===== src/rtl/core/grid_map_gaussian_splat_assert.svh =====
// ---------------------------------------------------------------------------
// Assertion macros for the grid map splat block
// Immediate-consequence and next-cycle property forms, clocked on clk and
// disabled while arst_n is low.
// ---------------------------------------------------------------------------
`ifndef GRID_MAP_GAUSSIAN_SPLAT_ASSERT_SVH
`define GRID_MAP_GAUSSIAN_SPLAT_ASSERT_SVH

// consequence holds in the same cycle as the antecedent
`define GMGS_ASSERT_IMP(lbl, ante, cons, msg) \
	lbl: assert property (@(posedge clk) disable iff (!arst_n) (ante) |-> (cons)) \
		else $error(msg);

// consequence holds in the cycle after the antecedent
`define GMGS_ASSERT_NXT(lbl, ante, cons, msg) \
	lbl: assert property (@(posedge clk) disable iff (!arst_n) (ante) |=> (cons)) \
		else $error(msg);

`endif


===== src/rtl/core/gmgs_pkg.sv =====
// ---------------------------------------------------------------------------
// gmgs_pkg
// Shared types, register indexes and the Gaussian kernel table of the grid
// map splat block.
// ---------------------------------------------------------------------------
package gmgs_pkg;

	// default map geometry and kernel size
	localparam int MAP_ROWS_DEF    = 256;
	localparam int MAP_COLS_DEF    = 256;
	localparam int KERNEL_HALF_DEF = 3;

	// configuration register indexes
	localparam logic [2:0] CFG_POSE_COL = 3'd0;
	localparam logic [2:0] CFG_POSE_ROW = 3'd1;
	localparam logic [2:0] CFG_ROT_COS  = 3'd2;
	localparam logic [2:0] CFG_ROT_SIN  = 3'd3;
	localparam logic [2:0] CFG_MAP_ROWS = 3'd4;
	localparam logic [2:0] CFG_MAP_COLS = 3'd5;

	// item kinds
	localparam logic KIND_SPLAT = 1'b0;
	localparam logic KIND_READ  = 1'b1;

	// cell encoding
	localparam int          CELL_W       = 17;
	localparam logic [16:0] CELL_UNKNOWN = 17'h1FFFF;

	// squared kernel distance width (covers half widths up to 7)
	localparam int KD_W = 7;

	// controller to datapath commands
	typedef struct packed {
		logic capture;
		logic rd_issue;
		logic xf_mul;
		logic xf_sum;
		logic xf_chk;
		logic win_start;
		logic win_step;
		logic clr_step;
		logic out_load;
	} gmgs_cmd_t;

	// datapath to controller status
	typedef struct packed {
		logic clr_last;
		logic end_ok;
		logic win_last;
	} gmgs_sts_t;

	// round(65536*exp(-d/2)) saturated to 16 bits, zero from d = 24 on
	function automatic logic [15:0] gauss_lookup(input logic [KD_W-1:0] d);
		logic [15:0] k;
		case (d)
			7'd0:    k = 16'd65535;
			7'd1:    k = 16'd39750;
			7'd2:    k = 16'd24109;
			7'd3:    k = 16'd14623;
			7'd4:    k = 16'd8869;
			7'd5:    k = 16'd5380;
			7'd6:    k = 16'd3263;
			7'd7:    k = 16'd1979;
			7'd8:    k = 16'd1200;
			7'd9:    k = 16'd728;
			7'd10:   k = 16'd442;
			7'd11:   k = 16'd268;
			7'd12:   k = 16'd162;
			7'd13:   k = 16'd99;
			7'd14:   k = 16'd60;
			7'd15:   k = 16'd36;
			7'd16:   k = 16'd22;
			7'd17:   k = 16'd13;
			7'd18:   k = 16'd8;
			7'd19:   k = 16'd5;
			7'd20:   k = 16'd3;
			7'd21:   k = 16'd2;
			7'd22:   k = 16'd1;
			7'd23:   k = 16'd1;
			default: k = 16'd0;
		endcase
		return k;
	endfunction

endpackage


===== src/rtl/core/gmgs_ctrl.sv =====
// ---------------------------------------------------------------------------
// gmgs_ctrl
// Sequencer of the grid map splat block: clearing pass, point transform,
// window sweep, cell read and result hand-off.
// ---------------------------------------------------------------------------
`include "grid_map_gaussian_splat_assert.svh"

module gmgs_ctrl (
	input  logic               clk,
	input  logic               arst_n,
	input  logic               in_valid,
	output logic               in_stall,
	input  logic               kind,
	output logic               out_valid,
	input  logic               out_stall,
	output gmgs_pkg::gmgs_cmd_t cmd,
	input  gmgs_pkg::gmgs_sts_t sts
);

	localparam logic [3:0] ST_CLEAR = 4'd0;
	localparam logic [3:0] ST_IDLE  = 4'd1;
	localparam logic [3:0] ST_READ  = 4'd2;
	localparam logic [3:0] ST_MUL   = 4'd3;
	localparam logic [3:0] ST_SUM   = 4'd4;
	localparam logic [3:0] ST_CHK   = 4'd5;
	localparam logic [3:0] ST_TEST  = 4'd6;
	localparam logic [3:0] ST_WIN   = 4'd7;
	localparam logic [3:0] ST_DRAIN = 4'd8;
	localparam logic [3:0] ST_PUSH  = 4'd9;

	logic [3:0] state_q;
	logic [3:0] state_d;
	logic       ovalid_q;
	logic       out_free;

	// output register can take a new item when empty or being drained
	assign out_free  = !ovalid_q || !out_stall;
	assign in_stall  = (state_q != ST_IDLE);
	assign out_valid = ovalid_q;

	// next state and commands
	always_comb begin
		state_d = state_q;
		cmd     = '0;
		case (state_q)
			ST_CLEAR: begin
				cmd.clr_step = 1'b1;
				if (sts.clr_last) begin
					state_d = ST_IDLE;
				end
			end
			ST_IDLE: begin
				if (in_valid) begin
					cmd.capture = 1'b1;
					state_d     = (kind == gmgs_pkg::KIND_READ) ? ST_READ : ST_MUL;
				end
			end
			ST_READ: begin
				cmd.rd_issue = 1'b1;
				state_d      = ST_PUSH;
			end
			ST_MUL: begin
				cmd.xf_mul = 1'b1;
				state_d    = ST_SUM;
			end
			ST_SUM: begin
				cmd.xf_sum = 1'b1;
				state_d    = ST_CHK;
			end
			ST_CHK: begin
				cmd.xf_chk = 1'b1;
				state_d    = ST_TEST;
			end
			ST_TEST: begin
				if (sts.end_ok) begin
					cmd.win_start = 1'b1;
					state_d       = ST_WIN;
				end else begin
					state_d = ST_PUSH;
				end
			end
			ST_WIN: begin
				cmd.win_step = 1'b1;
				if (sts.win_last) begin
					state_d = ST_DRAIN;
				end
			end
			ST_DRAIN: begin
				state_d = ST_PUSH;
			end
			ST_PUSH: begin
				if (out_free) begin
					cmd.out_load = 1'b1;
					state_d      = ST_IDLE;
				end
			end
			default: begin
				state_d = ST_IDLE;
			end
		endcase
	end

	// state register
	always_ff @(posedge clk or negedge arst_n) begin
		if (!arst_n) begin
			state_q <= ST_CLEAR;
		end else begin
			state_q <= state_d;
		end
	end

	// hold the result until taken
	always_ff @(posedge clk or negedge arst_n) begin
		if (!arst_n) begin
			ovalid_q <= 1'b0;
		end else if (cmd.out_load) begin
			ovalid_q <= 1'b1;
		end else if (!out_stall) begin
			ovalid_q <= 1'b0;
		end
	end

	`GMGS_ASSERT_NXT(a_accept_leaves_idle, in_valid && !in_stall, state_q != ST_IDLE, "accepted item left controller idle")
	`GMGS_ASSERT_IMP(a_no_overwrite, cmd.out_load, !ovalid_q || !out_stall, "pending result overwritten")
	`GMGS_ASSERT_NXT(a_win_drain, state_q == ST_WIN && sts.win_last, state_q == ST_DRAIN, "window sweep did not drain")

endmodule


===== config.mk =====
export PLATFORM = sky130hd
export DESIGN_NAME = gmgs_ctrl
export DESIGN_NICKNAME = d
export VERILOG_FILES = /design/src/rtl/core/gmgs_pkg.sv /design/src/rtl/core/gmgs_ctrl.sv
export VERILOG_INCLUDE_DIRS = /design/src /design/src/rtl/core
export SDC_FILE = /design/constraint.sdc
export NUM_CORES = 1
export LEC_CHECK = 0
export BUFFER_PORTS_ARGS = -buffer_cell sky130_fd_sc_hd__buf_2
export CORE_AREA = 2 2 39 41
export DETAILED_ROUTE_END_ITERATION = 6
export DIE_AREA = 0 0 41 43
export HOLD_SLACK_MARGIN = 0.05
export SETUP_SLACK_MARGIN = 0.1
export SLEW_MARGIN = 20
export SYNTH_ARGS = -nofsm -noshare
export SYNTH_HDL_FRONTEND = slang
export SYNTH_SLANG_ARGS = --single-unit

===== constraint.sdc =====
create_clock -name clk -period 1.55 [get_ports clk]
set_input_delay 0.155 -clock clk [delete_from_list [all_inputs] [get_ports clk]]
set_output_delay 0.155 -clock clk [all_outputs]
set_load 0.01 [all_outputs]

==> impl_metrics.yaml <==
power:
  cellInternalPower_mw: 0.679
  p_leak_nw: 0.302
  power_switching_share_pct: 45.8
  power.density_nw_per_um2: 2150
  pwr-share-seq_pct: 25.3
  power_frac_clock_pct: 12.5
  combinationalPowerShare_pct: 62.2
  net-switching-power_mw: 0.574
  power_consumption_mw: 1.25
  vdd_drop_max_uv: 597
timing:
  max_slew_margin_pct: 81.9
  worst-slew-pin-transition_ns: 0.272
  setup_tns_ns: 0
  finalCritPeriodShare_pct: 93.0
  timing.final.max_slew_violations: 0
  finalHoldViolations: 0
  setup_skew_ns: 0.0130
  fin_crit_ns: 1.44
  rsz0062_at_grt: "yes"
  timing.final.setup_violations: 0
  holdWs_ns: 0.135
  timing.fmax_ghz: 0.694
global_route:
  total_global_routing_overflow: 0
  antenna_violations_before_repair: 0
  grt_start_max_net_pins: 12
  grt_pass1_vias: 396
  first_pass_grt_wire_length_um: 1640
  global_route.usage.total_pct: 13.5
worst_setup_path:
  critical_path_required_ns: 1.39
  worst_path_max_delay_cell: "sky130_fd_sc_hd__dfrtp_2"
  worst_setup_path_start_kind: "flip-flop"
  crit_path_max_fanout: 11
  timing.critical_path.to_type: "output pin"
  crit_chain: "nand2b_1 -> nor2_2 -> buf_2"
  crit_path_leading_delay_family: "flip-flops"
  max_stage_delay_ns: 0.48
  critical_path.n_buffers_inverters: 1
  cp.arrival_ns: 1.29
  timing.setup.critical_path_class: "flip-flop to output pin"
logic_synthesis:
  postSynthAreaPerCell_sq_um: 7.39
  yosys_warn_count: 0
  dominantRegCellSynth: "sky130_fd_sc_hd__dfrtp_1"
  synth.net_count: 63
  synthesis.instances: 55
  netlist_area_sq_um: 407
  flip_flop_and_latch_count_after_synthesis: 5
  synth.yosys.seq_area_share_pct: 30.8
  synth-async-reset-ratio_pct: 100
  unique_masters_post_synth: 26
  synth_enable_flop_cells: 0
detailed_routing:
  drt_pre_antenna_iters: 4
  routed-via-count: 481
  wire_per_inst_um: 11.1
  detail_route.iter0.violations: 3
  drt_drc_violations_left: 0
  routed_wirelength_um: 1060
  drt.antenna.violating_nets: 0
  vias_per_cell: 5.06
clocking:
  cts-htree-levels: 1
  clockRootBuffer: "sky130_fd_sc_hd__clkbuf_4"
  clkSinkCount: 5
  number_of_buffers_inserted_during_clock_tree_synthesis: 3
  cts.clk_slew.worst_paths_ns: 0.05
  tritoncts: "yes"
  clk-insertion-delay-late_ns: 0.25
  clock_path_buffers: 2
hold_path:
  hold_path.class: "input port to flip-flop"
finish:
  area_growth_from_synthesis_to_final_layout_pct: 43.4
  nets: 88
  layout-drive-gt1-share_pct: 46.8
  antennaDiodeCount: 0
die:
  initial_standard_cell_utilization_of_the_core_pct: 29.4
  design.core.area_sq_um: 1380
  ios: 19
  die_w_um: 41
  floorplan.die_area_sq_um: 1760
  die_height_um: 43
  rows: 14
place:
  numPortBuffers: 18
  gp_routability_congestion: 0.738
  dpl.hpwl_um: 810
run_status:
  outcome: "finished, final reports clean"
run:
  maxCapViolations: 0
-- timing repair --
action                     CTS  global route
hold endpoints to repair     5             0
pin swaps                    0             4
resized for setup            4             7
setup buffers                1             2
setup endpoints to repair    4             9
cloned                       0             0
hold buffers                 1             0
-- cells by family (layout without fill, tap and decap cells) --
family / after synthesis / count (layout) / synth area share (%)
AOI/OAI and AO/OA: 13 / 13 / 21.2
and+or+nand+nor: 28 / 28 / 34.5
DFF: 5 / 5 / 30.8
buffers and inverters: 8 / 32 / 11.4
xor gates and xnor gates: 1 / 1 / 2.15
-- layout by cell type, fill, tap and decap left out --
cell | netlist | layout
sky130_fd_sc_hd__o21ai_2 | 1 | 1
sky130_fd_sc_hd__buf_2 | 1 | 18
sky130_fd_sc_hd__inv_1 | 4 | 4
sky130_fd_sc_hd__dlygate4sd3_1 | 0 | 1
sky130_fd_sc_hd__and3b_1 | 1 | 1
sky130_fd_sc_hd__clkbuf_4 | 0 | 3
sky130_fd_sc_hd__clkbuf_1 | 0 | 1
sky130_fd_sc_hd__nor2b_1 | 1 | 1
sky130_fd_sc_hd__dfrtp_2 | 0 | 4
sky130_fd_sc_hd__o21ai_1 | 1 | 1
sky130_fd_sc_hd__o32a_1 | 1 | 1
sky130_fd_sc_hd__and2b_1 | 2 | 2
sky130_fd_sc_hd__nand4_1 | 1 | 1
sky130_fd_sc_hd__a221oi_1 | 1 | 1
sky130_fd_sc_hd__buf_4 | 2 | 4
sky130_fd_sc_hd__nand2_2 | 0 | 2
sky130_fd_sc_hd__nand3b_1 | 1 | 1
sky130_fd_sc_hd__o32ai_1 | 1 | 1
sky130_fd_sc_hd__a21oi_1 | 4 | 4
sky130_fd_sc_hd__nor3_1 | 3 | 3
sky130_fd_sc_hd__dfrtp_1 | 5 | 1
sky130_fd_sc_hd__nand2_1 | 7 | 5
sky130_fd_sc_hd__o22ai_1 | 2 | 2
sky130_fd_sc_hd__o21a_1 | 1 | 1
sky130_fd_sc_hd__and2_1 | 1 | 1
sky130_fd_sc_hd__xor2_1 | 1 | 1
sky130_fd_sc_hd__buf_6 | 1 | 1
sky130_fd_sc_hd__nand2b_1 | 2 | 2
sky130_fd_sc_hd__and3_1 | 1 | 1
sky130_fd_sc_hd__nor2_2 | 0 | 4
sky130_fd_sc_hd__nor2_1 | 8 | 4
sky130_fd_sc_hd__o21ai_0 | 1 | 1
-- worst reg2reg max path: stages (launching register included) --
cell                      delay (ns)
sky130_fd_sc_hd__dfrtp_2        0.46
sky130_fd_sc_hd__and3b_1        0.18
sky130_fd_sc_hd__o21ai_1        0.12
sky130_fd_sc_hd__nand4_1        0.17
sky130_fd_sc_hd__o32a_1         0.32
-- routing by layer --
metal  global-route usage (%)  part of all wire [%]
met1                     16.0                    42
met3                     6.28                   6.5
met2                     21.9                    52
met5                        0                     0
met4                     2.00                     0
-- area by class of cell --
type                            instances  area (sq um)
Tap cell                               16          20.0
Clock buffer                            4          26.3
Sequential cell                         5           130
Timing Repair Buffer                   24           141
Fill cell                             153           801
Inverter                                4          15.0
Multi-Input combinational cell         42           250
-- synth_stat cells, types with 2 or more instances --
master                     number  area share, %
sky130_fd_sc_hd__dfrtp_1        5             31
sky130_fd_sc_hd__inv_1          4            3.7
sky130_fd_sc_hd__and2b_1        2            3.7
sky130_fd_sc_hd__a21oi_1        4            4.9
sky130_fd_sc_hd__nor3_1         3            3.7
sky130_fd_sc_hd__nand2_1        7            6.5
sky130_fd_sc_hd__buf_4          2            3.7
sky130_fd_sc_hd__o22ai_1        2            3.1
sky130_fd_sc_hd__nand2b_1       2            3.1
sky130_fd_sc_hd__nor2_1         8            7.4
-- power groups by stage --
stage          Clock [mW]  Combinational (mW)  Sequential, mW
6_report            0.156               0.780           0.317
5_1_grt             0.168               0.881           0.330
4_1_cts             0.159               0.709           0.307
3_5_place_dp            0               0.666           0.318
3_3_place_gp            0               0.660           0.314
2_1_floorplan           0               0.591           0.225
-- state kept, by name (all words and copies together) (netlist names) --
signal and count:
out_valid 1, state_q 4
-- worst paths after layout --
check	endpoint	cells after the start	slack, ns	from
max in group asynchronous	state_q[1]	2	1.15	arst_n
worst min-delay path	state_q[1]	2	0.14	sts[0]
worst max register to register	state_q[0]	4	0.19	state_q[0]
worst max-delay path	cmd[2]	3	0.11	state_q[3]
min in group asynchronous	state_q[3]	2	0.24	arst_n
worst min register to register	out_valid	2	0.58	out_valid
-- through the flow --
step | cells | setup WS (ns) | area, sq um | util, %
2_1_floorplan | 55 | 0.270 | 407 | -
3_3_place_gp | 87 | 0.147 | 500 | 36.2
3_5_place_dp | 87 | 0.103 | 500 | 36.2
4_1_cts | 93 | 0.0980 | 551 | 39.8
5_1_grt | 95 | 0.0423 | 583 | 42.1
6_report | 95 | 0.109 | 583 | 42.1
Note: power is estimated with default switching activity, not from simulation.
